--- config.mk ---
export PLATFORM = sky130hd
export DESIGN_NAME = calendar_to_epoch_seconds_flat
export DESIGN_NICKNAME = d
export VERILOG_FILES = /design/src/design/c2es_pkg.sv /design/src/design/c2es_req_if.sv /design/src/design/c2es_rsp_if.sv /design/src/design/calendar_to_epoch_seconds.sv /design/src/flat_wrapper.sv
export SDC_FILE = /design/constraint.sdc
export NUM_CORES = 1
export LEC_CHECK = 0
export BUFFER_PORTS_ARGS = -buffer_cell sky130_fd_sc_hd__clkbuf_2
export CAP_MARGIN = 15
export CORE_MARGIN = 8
export CORE_UTILIZATION = 38
export DETAILED_ROUTE_END_ITERATION = 10
export GPL_TIMING_DRIVEN = 0
export HOLD_SLACK_MARGIN = 0.05
export SLEW_MARGIN = 5
export SYNTH_ARGS = -nofsm -noshare
export SYNTH_HDL_FRONTEND = slang
export SYNTH_SLANG_ARGS = --single-unit
export TNS_END_PERCENT = 10
--- constraint.sdc ---
create_clock -name clock -period 5.8 [get_ports clock]
set_clock_uncertainty 0.05 [all_clocks]
set_input_delay 0.58 -clock clock [delete_from_list [all_inputs] [get_ports clock]]
set_output_delay 0.58 -clock clock [all_outputs]
set_load 0.005 [all_outputs]
--- src/design/c2es_pkg.sv ---
package c2es_pkg;

   // field widths
   localparam int YEAR_W    = 16;
   localparam int MONTH_W   = 8;
   localparam int DAY_W     = 8;
   localparam int HOUR_W    = 8;
   localparam int MINUTE_W  = 8;
   localparam int SECOND_W  = 8;
   localparam int SECS_W    = 32;
   localparam int MINS_W    = 26;

   // calendar constants
   localparam int YEAR_MODULUS  = 100;
   localparam int DAYS_PER_YEAR = 365;
   localparam int HOURS_PER_DAY = 24;
   localparam int MINS_PER_HOUR = 60;
   localparam int SECS_PER_MIN  = 60;
   localparam int MINS_PER_DAY  = HOURS_PER_DAY * MINS_PER_HOUR;
   localparam logic [1:0] LEAP_MASK = 2'h3;

   // year / 100 as (year * RECIP) >> RECIP_SHIFT, exact for every 16-bit year
   localparam int RECIP_SHIFT = 23;
   localparam logic [16:0] RECIP = 17'd83887;

   // largest count for the checks in the pipeline
   localparam logic [SECS_W-1:0] MAX_SECONDS = 32'd3155759999;

   // days in month m (1..12); codes outside that range never reach a valid result
   function automatic logic [4:0] month_len(input logic [3:0] m, input logic leap);
      logic [4:0] len;
      begin
         unique case (m)
            4'd2: len = leap ? 5'd29 : 5'd28;
            4'd4, 4'd6, 4'd9, 4'd11: len = 5'd30;
            default: len = 5'd31;
         endcase
         return len;
      end
   endfunction

   // days in the months before month m of the year
   function automatic logic [8:0] days_before(input logic [3:0] m, input logic leap);
      logic [8:0] d;
      begin
         unique case (m)
            4'd1: d = 9'd0;
            4'd2: d = 9'd31;
            4'd3: d = 9'd59;
            4'd4: d = 9'd90;
            4'd5: d = 9'd120;
            4'd6: d = 9'd151;
            4'd7: d = 9'd181;
            4'd8: d = 9'd212;
            4'd9: d = 9'd243;
            4'd10: d = 9'd273;
            4'd11: d = 9'd304;
            4'd12: d = 9'd334;
            default: d = 9'd0;
         endcase
         if (leap && m > 4'd2) begin
            d = d + 9'd1;
         end
         return d;
      end
   endfunction

endpackage

--- src/design/c2es_req_if.sv ---
interface c2es_req_if;
   logic                            valid;
   logic                            ready;
   logic [c2es_pkg::YEAR_W-1:0]     year;
   logic [c2es_pkg::MONTH_W-1:0]    month;
   logic [c2es_pkg::DAY_W-1:0]      day;
   logic [c2es_pkg::HOUR_W-1:0]     hour;
   logic [c2es_pkg::MINUTE_W-1:0]   minute;
   logic [c2es_pkg::SECOND_W-1:0]   second;

   modport source (output valid, year, month, day, hour, minute, second, input ready);
   modport sink   (input valid, year, month, day, hour, minute, second, output ready);
endinterface

--- src/design/c2es_rsp_if.sv ---
interface c2es_rsp_if;
   logic                          valid;
   logic                          ready;
   logic                          time_valid;
   logic [c2es_pkg::SECS_W-1:0]   epoch_seconds;
   logic [c2es_pkg::MINS_W-1:0]   epoch_minutes;

   modport source (output valid, time_valid, epoch_seconds, epoch_minutes, input ready);
   modport sink   (input valid, time_valid, epoch_seconds, epoch_minutes, output ready);
endinterface

--- src/design/calendar_to_epoch_seconds.sv ---
// channel   direction  payload
// req_ch    in         year, month, day, hour, minute, second
// rsp_ch    out        time_valid, epoch_seconds, epoch_minutes
//
// Five register stages: year/100 by reciprocal multiply, year mod 100 and day
// check, day count, minute count, second count into the output register.
// One item per cycle while rsp_ch is not stalled; each item leaves through the output register.
// Synchronous reset clears the stage valid bits only.
// A stall on rsp_ch freezes all stages together; req_ch.ready follows it.
module calendar_to_epoch_seconds (
   input  logic               clock,
   input  logic               reset,
   c2es_req_if.sink           req_ch,
   c2es_rsp_if.source         rsp_ch
);

   logic       adv;
   logic [4:0] vld_ff, vld_in;

   // stage 1
   logic [15:0] year1_ff;
   logic [9:0]  cent1_ff, cent1_in;
   logic [32:0] cent_prod;
   logic        ok1_ff, ok1_in;
   logic [3:0]  month1_ff;
   logic [4:0]  day1_ff;
   logic [4:0]  hour1_ff;
   logic [5:0]  min1_ff;
   logic [5:0]  sec1_ff;

   // stage 2
   logic [15:0] yrem;
   logic [6:0]  yy2_ff, yy2_in;
   logic        leap2_ff, leap2_in;
   logic        ok2_ff, ok2_in;
   logic [3:0]  month2_ff;
   logic [4:0]  day2_ff;
   logic [4:0]  hour2_ff;
   logic [5:0]  min2_ff;
   logic [5:0]  sec2_ff;

   // stage 3
   logic [15:0] days3_ff, days3_in;
   logic        ok3_ff;
   logic [4:0]  hour3_ff;
   logic [5:0]  min3_ff;
   logic [5:0]  sec3_ff;

   // stage 4
   logic [25:0] mins4_ff, mins4_in;
   logic        ok4_ff;
   logic [5:0]  sec4_ff;

   // stage 5 (output)
   logic        ok5_ff;
   logic [31:0] secs5_ff, secs5_in;
   logic [25:0] mins5_ff, mins5_in;

   // advance the whole pipe unless the output item is waiting
   assign adv          = !vld_ff[4] || rsp_ch.ready;
   assign req_ch.ready = adv;
   assign vld_in       = {vld_ff[3:0], req_ch.valid};

   always_ff @(posedge clock) begin
      if (reset) begin
         vld_ff <= '0;
      end else if (adv) begin
         vld_ff <= vld_in;
      end
   end

   // stage 1: century quotient and range checks that need no year
   always_comb begin
      cent_prod = {17'd0, req_ch.year} * {16'd0, c2es_pkg::RECIP};
      cent1_in  = cent_prod[c2es_pkg::RECIP_SHIFT +: 10];
      ok1_in    = (req_ch.month >= 8'd1) && (req_ch.month <= 8'd12)
               && (req_ch.day >= 8'd1) && (req_ch.day <= 8'd31)
               && (req_ch.hour <= 8'd23) && (req_ch.minute <= 8'd59)
               && (req_ch.second <= 8'd59);
   end

   always_ff @(posedge clock) begin
      if (adv) begin
         year1_ff  <= req_ch.year;
         cent1_ff  <= cent1_in;
         ok1_ff    <= ok1_in;
         month1_ff <= req_ch.month[3:0];
         day1_ff   <= req_ch.day[4:0];
         hour1_ff  <= req_ch.hour[4:0];
         min1_ff   <= req_ch.minute[5:0];
         sec1_ff   <= req_ch.second[5:0];
      end
   end

   // stage 2: year mod 100, leap flag, day against month length
   always_comb begin
      yrem     = year1_ff - 16'({6'd0, cent1_ff} * 16'(c2es_pkg::YEAR_MODULUS));
      yy2_in   = yrem[6:0];
      leap2_in = (yrem[1:0] & c2es_pkg::LEAP_MASK) == 2'd0;
      ok2_in   = ok1_ff && (day1_ff <= c2es_pkg::month_len(month1_ff, leap2_in));
   end

   always_ff @(posedge clock) begin
      if (adv) begin
         yy2_ff    <= yy2_in;
         leap2_ff  <= leap2_in;
         ok2_ff    <= ok2_in;
         month2_ff <= month1_ff;
         day2_ff   <= day1_ff;
         hour2_ff  <= hour1_ff;
         min2_ff   <= min1_ff;
         sec2_ff   <= sec1_ff;
      end
   end

   // stage 3: days since the epoch; leap years before yy number (yy + 3) / 4
   always_comb begin
      days3_in = 16'({9'd0, yy2_ff} * 16'(c2es_pkg::DAYS_PER_YEAR))
               + 16'((yy2_ff + 7'd3) >> 2)
               + {7'd0, c2es_pkg::days_before(month2_ff, leap2_ff)}
               + {11'd0, day2_ff} - 16'd1;
   end

   always_ff @(posedge clock) begin
      if (adv) begin
         days3_ff <= days3_in;
         ok3_ff   <= ok2_ff;
         hour3_ff <= hour2_ff;
         min3_ff  <= min2_ff;
         sec3_ff  <= sec2_ff;
      end
   end

   // stage 4: whole minutes
   always_comb begin
      mins4_in = 26'({10'd0, days3_ff} * 26'(c2es_pkg::MINS_PER_DAY))
               + 26'({21'd0, hour3_ff} * 26'(c2es_pkg::MINS_PER_HOUR))
               + {20'd0, min3_ff};
   end

   always_ff @(posedge clock) begin
      if (adv) begin
         mins4_ff <= mins4_in;
         ok4_ff   <= ok3_ff;
         sec4_ff  <= sec3_ff;
      end
   end

   // stage 5: seconds; zero both counts for a rejected time
   always_comb begin
      if (ok4_ff) begin
         secs5_in = 32'({6'd0, mins4_ff} * 32'(c2es_pkg::SECS_PER_MIN)) + {26'd0, sec4_ff};
         mins5_in = mins4_ff;
      end else begin
         secs5_in = '0;
         mins5_in = '0;
      end
   end

   always_ff @(posedge clock) begin
      if (adv) begin
         ok5_ff   <= ok4_ff;
         secs5_ff <= secs5_in;
         mins5_ff <= mins5_in;
      end
   end

   assign rsp_ch.valid         = vld_ff[4];
   assign rsp_ch.time_valid    = ok5_ff;
   assign rsp_ch.epoch_seconds = secs5_ff;
   assign rsp_ch.epoch_minutes = mins5_ff;

   a_reject_zero: assert property (@(posedge clock) disable iff (reset)
      (rsp_ch.valid && !rsp_ch.time_valid) |->
         (rsp_ch.epoch_seconds == '0 && rsp_ch.epoch_minutes == '0))
      else $error("rejected time with nonzero count");

   a_range: assert property (@(posedge clock) disable iff (reset)
      (rsp_ch.valid && rsp_ch.time_valid) |->
         (rsp_ch.epoch_seconds <= c2es_pkg::MAX_SECONDS))
      else $error("epoch seconds beyond the last day of the century");

   a_min_sec: assert property (@(posedge clock) disable iff (reset)
      (rsp_ch.valid && rsp_ch.time_valid) |->
         ((rsp_ch.epoch_seconds - 32'({6'd0, rsp_ch.epoch_minutes} * 32'd60)) < 32'd60))
      else $error("minute count disagrees with second count");

   a_stall_hold: assert property (@(posedge clock) disable iff (reset)
      !adv |=> $stable(vld_ff))
      else $error("pipe valid bits moved during a stall");

endmodule
--- src/flat_wrapper.sv ---
// flat-port wrapper written by rule: the top's interface ports become plain ports
module calendar_to_epoch_seconds_flat 
  (clock, reset, req_ch_valid, req_ch_year, req_ch_month, req_ch_day, req_ch_hour, req_ch_minute, req_ch_second, req_ch_ready, rsp_ch_valid, rsp_ch_time_valid, rsp_ch_epoch_seconds, rsp_ch_epoch_minutes, rsp_ch_ready);
  c2es_req_if req_ch_i ();
  c2es_rsp_if rsp_ch_i ();
  input  logic clock;
  input  logic reset;
  input wire logic [$bits(req_ch_i.valid)-1:0] req_ch_valid;
  input wire logic [$bits(req_ch_i.year)-1:0] req_ch_year;
  input wire logic [$bits(req_ch_i.month)-1:0] req_ch_month;
  input wire logic [$bits(req_ch_i.day)-1:0] req_ch_day;
  input wire logic [$bits(req_ch_i.hour)-1:0] req_ch_hour;
  input wire logic [$bits(req_ch_i.minute)-1:0] req_ch_minute;
  input wire logic [$bits(req_ch_i.second)-1:0] req_ch_second;
  output wire logic [$bits(req_ch_i.ready)-1:0] req_ch_ready;
  output wire logic [$bits(rsp_ch_i.valid)-1:0] rsp_ch_valid;
  output wire logic [$bits(rsp_ch_i.time_valid)-1:0] rsp_ch_time_valid;
  output wire logic [$bits(rsp_ch_i.epoch_seconds)-1:0] rsp_ch_epoch_seconds;
  output wire logic [$bits(rsp_ch_i.epoch_minutes)-1:0] rsp_ch_epoch_minutes;
  input wire logic [$bits(rsp_ch_i.ready)-1:0] rsp_ch_ready;
  assign req_ch_i.valid = req_ch_valid;
  assign req_ch_i.year = req_ch_year;
  assign req_ch_i.month = req_ch_month;
  assign req_ch_i.day = req_ch_day;
  assign req_ch_i.hour = req_ch_hour;
  assign req_ch_i.minute = req_ch_minute;
  assign req_ch_i.second = req_ch_second;
  assign req_ch_ready = req_ch_i.ready;
  assign rsp_ch_valid = rsp_ch_i.valid;
  assign rsp_ch_time_valid = rsp_ch_i.time_valid;
  assign rsp_ch_epoch_seconds = rsp_ch_i.epoch_seconds;
  assign rsp_ch_epoch_minutes = rsp_ch_i.epoch_minutes;
  assign rsp_ch_i.ready = rsp_ch_ready;
  calendar_to_epoch_seconds u_core (.clock(clock), .reset(reset), .req_ch(req_ch_i), .rsp_ch(rsp_ch_i));
endmodule
==> results of run 1 <==
## synth_stat cells (14+ instances only)
library cell	instances	area, um2
sky130_fd_sc_hd__nand4_1	19	119
sky130_fd_sc_hd__a21o_1	42	315
sky130_fd_sc_hd__ha_1	285	3570
sky130_fd_sc_hd__o21bai_1	17	128
sky130_fd_sc_hd__dfxtp_1	14	280
sky130_fd_sc_hd__xor2_1	29	254
sky130_fd_sc_hd__nor2_1	76	285
sky130_fd_sc_hd__nand3_1	17	85.1
sky130_fd_sc_hd__clkbuf_1	20	75.1
sky130_fd_sc_hd__a21oi_1	68	340
sky130_fd_sc_hd__o21ai_0	49	245
sky130_fd_sc_hd__inv_1	354	1330
sky130_fd_sc_hd__edfxtp_1	200	6010
sky130_fd_sc_hd__and2_1	33	206
sky130_fd_sc_hd__nor3_1	25	125
sky130_fd_sc_hd__nand2_1	72	270
sky130_fd_sc_hd__fa_1	221	4420
sky130_fd_sc_hd__xnor2_1	87	762
## cells by family after synthesis
| logic type | Yosys count | synth area share |
|---|---|---|
| buffers and inverters | 381 | 0.0702 |
| and+or+nand+nor | 322 | 0.0816 |
| muxes | 11 | 0.00544 |
| AOI/OAI and AO/OA | 281 | 0.0948 |
| adders and majority gates | 506 | 0.390 |
| xor gates and xnor gates | 117 | 0.0504 |
| DFF | 214 | 0.307 |
## metrics by stage
step	util	TNS, ns
6_report	0.431	0
3_5_place_dp	0.411	-3.23
5_1_grt	0.431	-0.00677
2_1_floorplan	-	-0.0440
4_1_cts	0.429	-0.0294
3_3_place_gp	0.410	-2.82
## worst register-to-register path, delay by kind of cell, from the launching register on
kind	cells	cell delay, ns
flip-flops	1	0.44
adder cells (fa/ha/maj)	6	2.56
AO/OA/AOI/OAI	9	1.66
buffers and inverters	4	0.25
AND/OR/NAND/NOR	1	0.11
XOR/XNOR	2	0.23
## registers in the layout (all words and copies together), names as in the netlist, 5 cells and up, named ones only
name,count
u_core.cent1_ff,5
u_core.hour3_ff,5
u_core.min1_ff,6
u_core.rsp_ch.epoch_seconds,32
u_core.sec1_ff,6
u_core.mins4_ff,26
u_core.sec2_ff,6
u_core.sec3_ff,6
u_core.min3_ff,6
u_core.sec4_ff,6
u_core.day2_ff,5
u_core.min2_ff,6
u_core.day1_ff,5
u_core.vld_ff,5
u_core.days3_ff,16
u_core.hour2_ff,5
u_core.hour1_ff,5
u_core.rsp_ch.epoch_minutes,26
u_core.yy2_ff,7
u_core.year1_ff,7
## cells in the final DEF (no fill, tap or decap), types with 11 or more instances in the layout
cell type / instances
sky130_fd_sc_hd__a211oi_1: 12
sky130_fd_sc_hd__a21o_1: 42
sky130_fd_sc_hd__a21oi_1: 64
sky130_fd_sc_hd__a31oi_1: 13
sky130_fd_sc_hd__and2_1: 33
sky130_fd_sc_hd__buf_4: 16
sky130_fd_sc_hd__clkbuf_1: 24
sky130_fd_sc_hd__clkbuf_16: 25
sky130_fd_sc_hd__clkbuf_2: 115
sky130_fd_sc_hd__dfxtp_1: 14
sky130_fd_sc_hd__edfxtp_1: 200
sky130_fd_sc_hd__fa_1: 218
sky130_fd_sc_hd__ha_1: 283
sky130_fd_sc_hd__inv_1: 350
sky130_fd_sc_hd__nand2_1: 72
sky130_fd_sc_hd__nand3_1: 17
sky130_fd_sc_hd__nand4_1: 19
sky130_fd_sc_hd__nor2_1: 76
sky130_fd_sc_hd__nor3_1: 25
sky130_fd_sc_hd__nor4_1: 11
sky130_fd_sc_hd__o21ai_0: 43
sky130_fd_sc_hd__o21bai_1: 17
sky130_fd_sc_hd__xnor2_1: 86
sky130_fd_sc_hd__xor2_1: 28
## how the worst max path moves through the flow
stage	startpoint	to	slack (ns)	cells after the start
after floorplan	req_ch_year[12]	u_core.cent1_ff[3]	-0.04	20
after global placement	req_ch_year[13]	u_core.cent1_ff[3]	-0.61	21
after detailed placement	req_ch_year[13]	u_core.cent1_ff[3]	-0.67	21
after CTS	req_ch_year[13]	u_core.cent1_ff[3]	-0.03	21
after global routing	u_core.month2_ff[0]	u_core.days3_ff[14]	-0.007	21
final	req_ch_year[10]	u_core.cent1_ff[3]	0.18	21
## repair_timing
action	in CTS	in global routing
gates resized for setup	8	29
setup endpoints to repair	6	8
pin swaps	0	14
buffers inserted	8	7
## final cells by class
cell class,count,area (um2)
Buffer,26,105
Clock buffer,29,641
Clock inverter,17,210
Fill cell,5039,30500
Inverter,355,1340
Multi-Input combinational cell,1237,12800
Sequential cell,214,6290
Tap cell,696,871
Timing Repair Buffer,136,746
## routing by layer
layer  share of wire  GRT usage  vias up
met1            0.41      0.147     6319
li1                -          -     6528
met3           0.030     0.0147       44
met4           0.021     0.0343        0
met2            0.54      0.255      161
met5               0          0        -
==> impl.org, run 1 <==
** Run status
- The run finished with clean final reports.

** Timing
- Across all setup checks in the final design, the least slack found is roughly 0.18 ns.
- In the finished design, the share of the clock period the worst path needs comes to 0.969.
- The number of max-slew violations in the final report came to 0.
- Setup repair after global routing missed its margin :: yes
- The worst pin sits at a relative slew slack of 0.430.
- Highest Clock Rate :: between 0.15 and 0.2 GHz
- Measured slew at the worst slew-check pin :: approximately 0.86 ns
- Minimum clock period after layout :: 5.62 ns
- Final hold analysis gives a worst-case slack of roughly 0.15 ns.
- The total count of hold-check failures in the final report was 0.
- Count of final setup violators :: 0

** Floorplanning
- Initial core utilization :: 0.383
- Boundary pin count :: between 100 and 150
- Overall die width :: 248 um
- The floorplan step defined a die boundary enclosing approximately 62000 um2.
- The core region is roughly 53000 um2.
- Number of placement rows :: 85
- The die is 248 um tall.

** Routing
- After detailed routing, the number of remaining DRC violations is 0.
- Via density per instance :: 4.82
- DR vias :: about 13k
- In this run, the number of DRC markers left after iteration 0 of detailed routing was around 420.
- In this run the remaining antenna-violating nets after routing total 0.
- First-pass iteration count of the detailed router :: 5
- For this block, the routed nets add up to around 39 mm of wire.
- In the final routed layout, each cell accounts on average for 14.5 um.

** Critical path
- Startpoint type of the worst setup path :: input port
- Counting both buffers and inverters, the worst setup path holds a total of 5.
- For this design, the slowest cell found on the critical path is sky130_fd_sc_hd__fa_2.
- Broken down by cell family, the worst path's largest delay share belongs to adder cells.
- R2R setup slack :: around 0.24 ns
- Of all nets on the critical path, the largest fanout is 5.
- Worst-path cell chain :: buf_2 -> fa_2 -> inv_1 -> fa_1 -> inv_1 -> fa_1 -> inv_1 -> fa_1 -> inv_1 -> fa_1 -> fa_1 -> ha_4 -> a21o_1 -> a21o_1 -> a21o_1 -> a21o_1 -> a221o_1 -> a221oi_4 -> nor2b_1 -> nor2_1 -> xnor2_1
- WP data required :: roughly 6.0 ns
- For the worst setup path, the data arrival time is ~5.9 ns.
- The worst setup path is captured at a flop.
- Among the stages of the critical path, the cell type that occurs most often is sky130_fd_sc_hd__fa_1.
- Class of the most critical setup path :: in -> reg
- Reg2reg start :: u_core.yy2_ff[2]
- For the worst flop-to-flop path, the logic depth is 22.
- The worst register-to-register path ends at u_core.days3_ff[15].
- Slowest Stage Delay on Critical Path :: approximately 0.60 ns

** CTS
- TritonCTS clock tree :: built
- Total clock buffers created by CTS :: 25
- Clock latency on the worst-skew pair :: roughly 0.55 ns
- Clock Sinks :: between 200 and 250
- Cell at the root of the clock tree :: sky130_fd_sc_hd__clkbuf_16
- Clock Pin Slew Worst Setup and Hold Paths :: about 0.06 ns
- Maximum root-to-sink buffer count :: 3
- Buffers inserted to repair hold after CTS numbered 0.
- CTS built an H-tree with a depth of 1.

** Synthesis
- The synthesized design contains 200 enable-type register cells.
- The average instance in the mapped netlist occupies roughly 11 um2.
- For this run, the number of Yosys warnings is 0.
- The netlist uses 80 different library cells.
- Synth Net Count :: 2398
- Among all flip-flop cells after synthesis, the most frequent one is sky130_fd_sc_hd__edfxtp_1.
- Share of synthesized flip-flops with an asynchronous set or reset :: 0
- Synthesis produced a netlist whose cell count is approximately 1.8k.
- Counting flops and latches in the post-synthesis netlist gives ~210.
- The share of the Yosys chip area taken by registers is 0.307.
- Summing every instance area after synthesis gives 20500 um2.

** Global route
- All-Layer GR Usage :: 0.130
- Summed over all layers, the global routing overflow is 0.
- Via count of the first global-routing pass :: roughly 14k
- The first global-routing pass estimated approximately 66 mm of wire.
- Entering global routing, the biggest net connects between 100 and 150 pins.
- The initial antenna violation count came to 0.

** Placed design
- Placed Instances :: 2649
- After legalization and detailed placement, the total HPWL measured between 30 and 40 mm.
- The placed instances occupy a cell area of 22000 um2.
- Timing analysis after detailed placement gives a worst setup slack of -0.675 ns.
- Routability-driven placement finished with a final weighted congestion of ~0.84.
- During placement, the flow inserted port buffers numbering between 100 and 150.

** Min path
- The worst hold path terminates at u_core.sec1_ff[0].
- The worst hold path begins at req_ch_second[0].
- Worst min path class :: in -> reg
- Counting instances, the worst hold path has a depth of 1.

** Finish
- Synthesis-to-finish area growth :: 12.6%
- Net count, final :: about 2.6k
- The number of antenna diodes in the final layout is 0.
- Layout Cells excl Fill :: 2710
- Share of post-route cells with drive strength above 1 :: 0.117
- The finished cells cover 23000 um2.

** Job
- Maximum capacitance violations :: 0
Power of run 1 is not shown: default switching activity piles up to over one toggle a cycle in this logic, so the estimate is an artifact.
==> run 2, diff against run 1 <==
- ABC_AREA: not set -> 1
==> impl.org, run 2 <==
** Timing
- Max-slew violation total from the final report :: 0
- Slew Limit Headroom :: 0.377
- Measured slew at the worst slew-check pin :: just over 0.9 ns
- Setup repair after global routing left no endpoint under its margin.
- Highest Clock Rate :: about 0.18 GHz
- Adding up every negative setup slack in the final design gives 0 ns.
- Count of final setup violators :: 0
- Minimum clock period after layout :: ~5.5 ns
- Smallest setup slack after layout :: between 0.2 and 0.3 ns
- Hold violation count in the final report :: 0
- Period utilisation layout :: 0.949

** Critical path
- Critical path endpoint category :: flop
- STA classifies the critical path startpoint as a flop.
- Register-to-Register Path Depth :: 20
- Data on the critical path arrives at its endpoint at approximately 5.7 ns.
- Worst-path cell chain :: inv_1 -> a21oi_1 -> nand2_1 -> xor2_1 -> inv_1 -> fa_1 -> inv_1 -> ha_1 -> inv_1 -> fa_1 -> fa_1 -> inv_1 -> fa_1 -> inv_1 -> fa_1 -> nor2_1 -> a211oi_1 -> or3b_2 -> o2111ai_1 -> xor2_1
- R2R setup slack :: 0.30 ns
- Class of the most critical setup path :: reg -> reg
- Worst path top cell family by delay :: adder cells
- Slowest Stage Delay on Critical Path :: ~0.56 ns
- STA puts the critical path data required time at 6.04 ns.
- Buf+Inv Stages, Crit Path :: 6
- Reg2reg start :: u_core.yy2_ff[0]
- Counting stages on the worst path, the most repeated cell is sky130_fd_sc_hd__inv_1.
- Slowest library cell on the worst path :: sky130_fd_sc_hd__fa_1
- Largest fanout on the critical path :: 5
- The endpoint identified for the worst register-to-register timing path is u_core.days3_ff[14].

** Routing
- Starting DRC count in detailed routing :: 578
- Dividing the detail-routed via count by the number of cells gives between 4 and 5.
- Once detail routing completed, the nets flagged for antenna violations numbered 0.
- Drt total wl :: 43.6 mm
- DR vias :: 14.9k
- After detailed routing, the number of remaining DRC violations is 0.
- After detailed routing, the average wire length per cell comes to roughly 14 um.
- First-pass iteration count of the detailed router :: 5

** Synthesis
- Most used standard cell by instance count after synthesis :: sky130_fd_sc_hd__inv_1
- By area the synthesized netlist is led by sky130_fd_sc_hd__edfxtp_1, sky130_fd_sc_hd__fa_1, sky130_fd_sc_hd__ha_1.
- Mapped Area :: around 22000 um2
- Synthesis Warnings :: 0
- Most common flop cell mapped by yosys :: sky130_fd_sc_hd__edfxtp_1
- Most numerous cell types in the synthesized netlist :: sky130_fd_sc_hd__inv_1, sky130_fd_sc_hd__nand2_1, sky130_fd_sc_hd__ha_1, sky130_fd_sc_hd__fa_1, sky130_fd_sc_hd__edfxtp_1
- Area share of the largest cell type after synthesis :: 0.279
- The average instance in the mapped netlist occupies about 9.4 um2.
- Post-synthesis cell count :: 2281
- Number of different library cells in the post-synthesis netlist :: 50
- Yosys mapped a number of flops with a built-in enable equal to 200.
- Counting every net in the synthesized netlist gives ~2.8k.
- Share of synthesized flip-flops with an asynchronous set or reset :: 0
- Number of synthesized register bits :: about 210
- The synthesized design spends more area on one cell type than any other, namely sky130_fd_sc_hd__edfxtp_1.
- Share of synthesized area occupied by flip-flops and latches :: 0.292

** Floorplanning
- Die boundary height :: 254 um
- Initial core utilization :: 0.383
- Overall die width :: 254 um
- Area inside the core boundary :: approximately 56000 um2
- Boundary pin count :: approximately 120
- The initialized floorplan defines 87 standard-cell rows.
- Die area :: approximately 64000 um2

** CTS
- Clock latency on the worst-skew pair :: approximately 0.55 ns
- Clock-pin slew was measured on the worst setup and hold paths at approximately 0.060 ns.
- TritonCTS built the clock tree.
- Counting the buffers created by CTS gives 25.
- In this run the post-CTS setup repair buffer count came out at 0.
- For this design, the CTS-stage hold fixing added 0 buffers.
- In this run the number of H-tree levels came out at 1.
- In this run the deepest clock path goes through 3 buffers.
- The number of gates resized after CTS was 0.
- The tree built by TritonCTS fans out to about 210 sinks.
- CTS placed an instance of sky130_fd_sc_hd__clkbuf_16 at the clock tree root.

** Min path
- Worst min path class :: in -> reg
- For hold timing, the worst endpoint is u_core.min1_ff[1].
- Worst min-delay path startpoint :: req_ch_minute[1]
- Along the worst hold path, the cell count comes to 1.

** Placed design
- Count of port buffers added during placement :: between 100 and 150
- Prior to clock tree synthesis, the placed netlist has a worst setup slack of -0.278 ns.
- Routability-driven placement finished with a final weighted congestion of about 0.9.
- The number of placed instances, taps included, is between 3k and 4k.
- Placed wire-length estimate :: between 30 and 40 mm

** Global route
- The number of global-route vias before repair came to 15.7k.
- Across every metal layer, demand over resource in global routing totals 0.137.
- Initial antenna violation count :: 0
- Global routing finished with a remaining overflow of 0.
- Global-route wire length before repair :: between 70 and 80 mm
- Pin count of the biggest net entering global routing :: 94

** Run status
- Run status :: completed

** Finish
- Final design utilization :: 0.427
- Commonest non-fill, non-tap cell in the layout :: sky130_fd_sc_hd__inv_1
- Most flops, register :: u_core.rsp_ch.epoch_seconds
- Sequential cell area in the final layout :: 6290 um2
- In the layout the commonest cells are sky130_fd_sc_hd__inv_1, sky130_fd_sc_hd__nand2_1, sky130_fd_sc_hd__ha_1.
- Max FFs per register :: 32
- Fillers :: between 5k and 6k
- After the last flow step, the layout net total stands at approximately 3k.
- Layout Cells excl Fill :: around 3.2k
- # diodes :: 0
- Compared with the post-synthesis result, the final layout area differs by 11.6%.
- The multi-input combinational cells in the finished layout cover a total of between 10000 and 15000 um2.
- Share of post-route cells with drive strength above 1 :: 0.0980

** Job
- Maximum capacitance violations :: 0
run 2: changes by cell type after synthesis, moves of 21 or more:
cell                      previous run  this run
sky130_fd_sc_hd__xnor2_1            87        34
sky130_fd_sc_hd__inv_1             354       526
sky130_fd_sc_hd__nand2_1            72       392
sky130_fd_sc_hd__nand2_2             0        21
sky130_fd_sc_hd__nand3_1            17        78
sky130_fd_sc_hd__a21o_1             42         9
sky130_fd_sc_hd__xor2_1             29        54
sky130_fd_sc_hd__and2_1             33         6
sky130_fd_sc_hd__nor2_1             76       127
sky130_fd_sc_hd__a21oi_1            68       106
run 2: how the worst max path moves through the flow:
stage                                to  cells after the start                start
floorplan            u_core.cent1_ff[4]                     18      req_ch_year[14]
global route        u_core.days3_ff[14]                     20     u_core.yy2_ff[1]
detailed placement   u_core.cent1_ff[1]                     21      req_ch_year[10]
CTS                 u_core.days3_ff[13]                     21  u_core.month2_ff[3]
finish              u_core.days3_ff[14]                     20     u_core.yy2_ff[0]
global placement                   flop                      8         rsp_ch_ready
run 2: layout make-up:
type	count	area share
multi-input cells	1524	0.550
flip-flops and latches	214	0.262
inverters	536	0.0838
well taps	756	0.0394
repair buffers	122	0.0273
clock buffers	29	0.0267
clock inverters	17	0.00985
plain buffers	7	0.00151
run 2: cell families (layout without fill, tap and decap cells):
family / Yosys count / after routing / synth area share
xor+xnor: 88 / 88 / 0.0358
flops: 214 / 214 / 0.292
compound gates: 200 / 200 / 0.0522
simple gates: 730 / 730 / 0.154
buf+inv: 543 / 711 / 0.0947
fa+ha+maj: 506 / 506 / 0.371
run 2: per-stage QoR:
step,cell area (um2),hold WS [ns]
3_5_place_dp,23100,0.355
3_3_place_gp,23100,0.351
2_1_floorplan,21500,0.350
6_report,24000,0.147
4_1_cts,24000,0.110
5_1_grt,24000,0.120
run 2: metal layers:
metal,wire length [um],track usage
met2,22600,0.259
met5,0,0
met1,18700,0.163
met3,1370,0.0162
met4,877,0.0350
Power of run 2 is left out for the same reason.
==> run 3, diff against run 2 <==
- CAP_MARGIN: 15 -> 20
- CELL_PAD_IN_SITES_DETAIL_PLACEMENT: not set -> 0
- CELL_PAD_IN_SITES_GLOBAL_PLACEMENT: not set -> 2
- CORE_UTILIZATION: 38 -> 37
- PLACE_DENSITY_LB_ADDON: not set -> 0.1
==> impl.org, run 3 (synthesis gave the netlist of run 2 again) <==
** CTS
- Counting the buffers created by CTS gives 26.
- After clock tree synthesis, the flow added hold-fix buffers numbering 0.
- Clock latency on the worst-skew pair :: ~0.57 ns
- Maximum root-to-sink buffer count :: 3
- The clock net in this run drives a total of between 200 and 250 sinks.
- Clock Pin Slew Worst Setup and Hold Paths :: about 0.060 ns
- The tree is rooted in a sky130_fd_sc_hd__clkbuf_16.
- TritonCTS clock tree :: built
- CTS built an H-tree with a depth of 1.

** Critical path
- Launch point of the critical path :: req_ch_year[5]
- The worst setup path is captured at a flop.
- The worst register-to-register path has a setup slack of ~0.35 ns.
- The startpoint identified for the worst register-to-register timing path is u_core.yy2_ff[1].
- For the worst setup path, the data arrival time is 5.73 ns.
- The worst setup path is launched from an input port.
- The worst setup path is of the in -> reg kind.
- Register-to-Register Path Depth :: 20
- Along the worst path, the maximum fanout reaches 8.
- WP data required :: a little over 6 ns
- The worst register-to-register path ends at u_core.days3_ff[14].

** Timing
- Count of final setup violators :: 0
- For this run, the top clock speed supported by timing is between 0.15 and 0.2 GHz.
- Slew Limit Headroom :: 0.399
- Aggregate negative setup slack :: 0 ns
- Max-slew violation total from the final report :: 0
- Dividing the final minimum period by the clock period gives 0.947.
- Hold violation count in the final report :: 0
- After layout, the minimum clock period comes to about 5.5 ns.
- For the pin with the worst max-slew slack, the measured transition is 0.892 ns.

** Routing
- First-pass iteration count of the detailed router :: 5
- Antenna violation net count after detailed routing :: 0
- DR vias :: approximately 15k
- After detailed routing, the number of vias per cell comes to between 4 and 5.
- DRC errors left :: 0
- After detailed routing, the average wire length per cell comes to between 15 and 20 um.
- The detailed router finished its first iteration with 573 violations.
- For this block, wires on met1 add up to between 20 and 25 mm.
- Routed wl met3 :: 1.53 mm
- Top routing layer used :: met4
- Drt total wl :: ~49 mm
- Met2 WL post-DR :: around 25 mm

** Finish
- Net count, final :: around 3k
- The top cell types in the final layout, fill and taps aside, are sky130_fd_sc_hd__inv_1, sky130_fd_sc_hd__nand2_1, sky130_fd_sc_hd__ha_1.
- The filler cells instantiated in the layout total roughly 5.8k.
- The register with the most flip-flops in the layout has 32 of them.
- Across the whole layout, storage elements account for between 6000 and 7000 um2.
- 0 antenna diodes ended up in the layout.
- Relative to the synthesized area, the layout overhead comes to 11.5%.
- At the end of the flow the core is filled with cells to 0.417.
- Multi-input logic area :: between 10000 and 15000 um2
- After routing the design area is between 20000 and 25000 um2.
- More flip-flops sit in one register than any other, and that register is u_core.rsp_ch.epoch_seconds.
- Commonest non-fill, non-tap cell in the layout :: sky130_fd_sc_hd__inv_1
- Share of post-route cells with drive strength above 1 :: 0.0999

** Global route
- Pin count of the biggest net entering global routing :: between 100 and 150
- Remaining global-route overflow :: 0
- Across every metal layer, demand over resource in global routing totals 0.150.
- Global-route wire length before repair :: slightly above 80 mm
- Initial antenna violation count :: 1
- The number of global-route vias before repair is between 15k and 20k.

** Floorplanning
- From left edge to right edge, the die measures 257 um.
- After floorplanning, the core was divided into 88 placement rows.
- Area inside the core boundary :: around 58000 um2
- Initial core utilization :: 0.374
- Die boundary height :: 257 um
- Die area :: 66100 um2
- In this run the count of I/O pins placed on the die edge is 121.

** Placed design
- Once placement finished, the instance area stood at ~23000 um2.
- Placer Congestion :: 0.830
- Placed wire-length estimate :: 41.5 mm
- Count of port buffers added during placement :: 120

** Min path
- Worst min-delay path startpoint :: req_ch_hour[0]
- The path with the worst hold slack has its endpoint at u_core.hour1_ff[0].
- Hold Crit Depth :: 1
- The min-delay analysis places its worst path in the category in -> reg.

** Run status
- Run status :: completed

** Job
- Maximum capacitance violations :: 0
[run 3: area by class of cell]
type,count,share of cell area
multi-input cells,1524,0.550
clock inverters,13,0.00496
flip-flops and latches,214,0.262
clock buffers,35,0.0298
inverters,536,0.0839
well taps,765,0.0399
repair buffers,123,0.0276
plain buffers,7,0.00151
[run 3: routing by layer]
| metal | GRT usage | up-vias |
|---|---|---|
| met5 | 0 | - |
| met2 | 0.279 | 150 |
| met1 | 0.176 | 7034 |
| li1 | - | 7573 |
| met4 | 0.0416 | 0 |
| met3 | 0.0228 | 64 |
[run 3: worst max-delay path: stages]
cell and delay, ns:
sky130_fd_sc_hd__clkbuf_2 0.24, sky130_fd_sc_hd__fa_1 0.67, sky130_fd_sc_hd__inv_1 0.12, sky130_fd_sc_hd__fa_1 0.40, sky130_fd_sc_hd__inv_1 0.10, sky130_fd_sc_hd__fa_1 0.43, sky130_fd_sc_hd__fa_1 0.49, sky130_fd_sc_hd__fa_1 0.56
sky130_fd_sc_hd__inv_1 0.06, sky130_fd_sc_hd__fa_1 0.55, sky130_fd_sc_hd__inv_1 0.05, sky130_fd_sc_hd__ha_1 0.33, sky130_fd_sc_hd__a21o_1 0.21, sky130_fd_sc_hd__a31oi_1 0.26, sky130_fd_sc_hd__o21ai_0 0.15, sky130_fd_sc_hd__a221oi_1 0.27
sky130_fd_sc_hd__nand2_1 0.10, sky130_fd_sc_hd__xor2_1 0.15
[run 3: how the worst max path moves through the flow]
stage	to	slack, ns
5_1_grt	u_core.days3_ff[14]	-0.006
3_5_place_dp	u_core.cent1_ff[4]	-0.22
6_report	u_core.cent1_ff[4]	0.31
3_3_place_gp	flop	-1.71
4_1_cts	u_core.days3_ff[13]	0.14
2_1_floorplan	u_core.cent1_ff[4]	0.46
[run 3: repair_timing]
item / 4_1_cts / 5_1_grt
setup endpoints to repair: 0 / 4
resized for setup: 0 / 3
buffers inserted: 0 / 0
[run 3: per-stage QoR]
step           hold WS [ns]  setup WS (ns)  cells
5_1_grt              0.0963       -0.00638   3217
3_3_place_gp          0.353          -1.71   3166
6_report              0.131          0.310   3217
2_1_floorplan         0.350          0.458   2281
3_5_place_dp          0.355         -0.222   3168
4_1_cts              0.0815          0.145   3216
Power of run 3 is left out for the same reason.
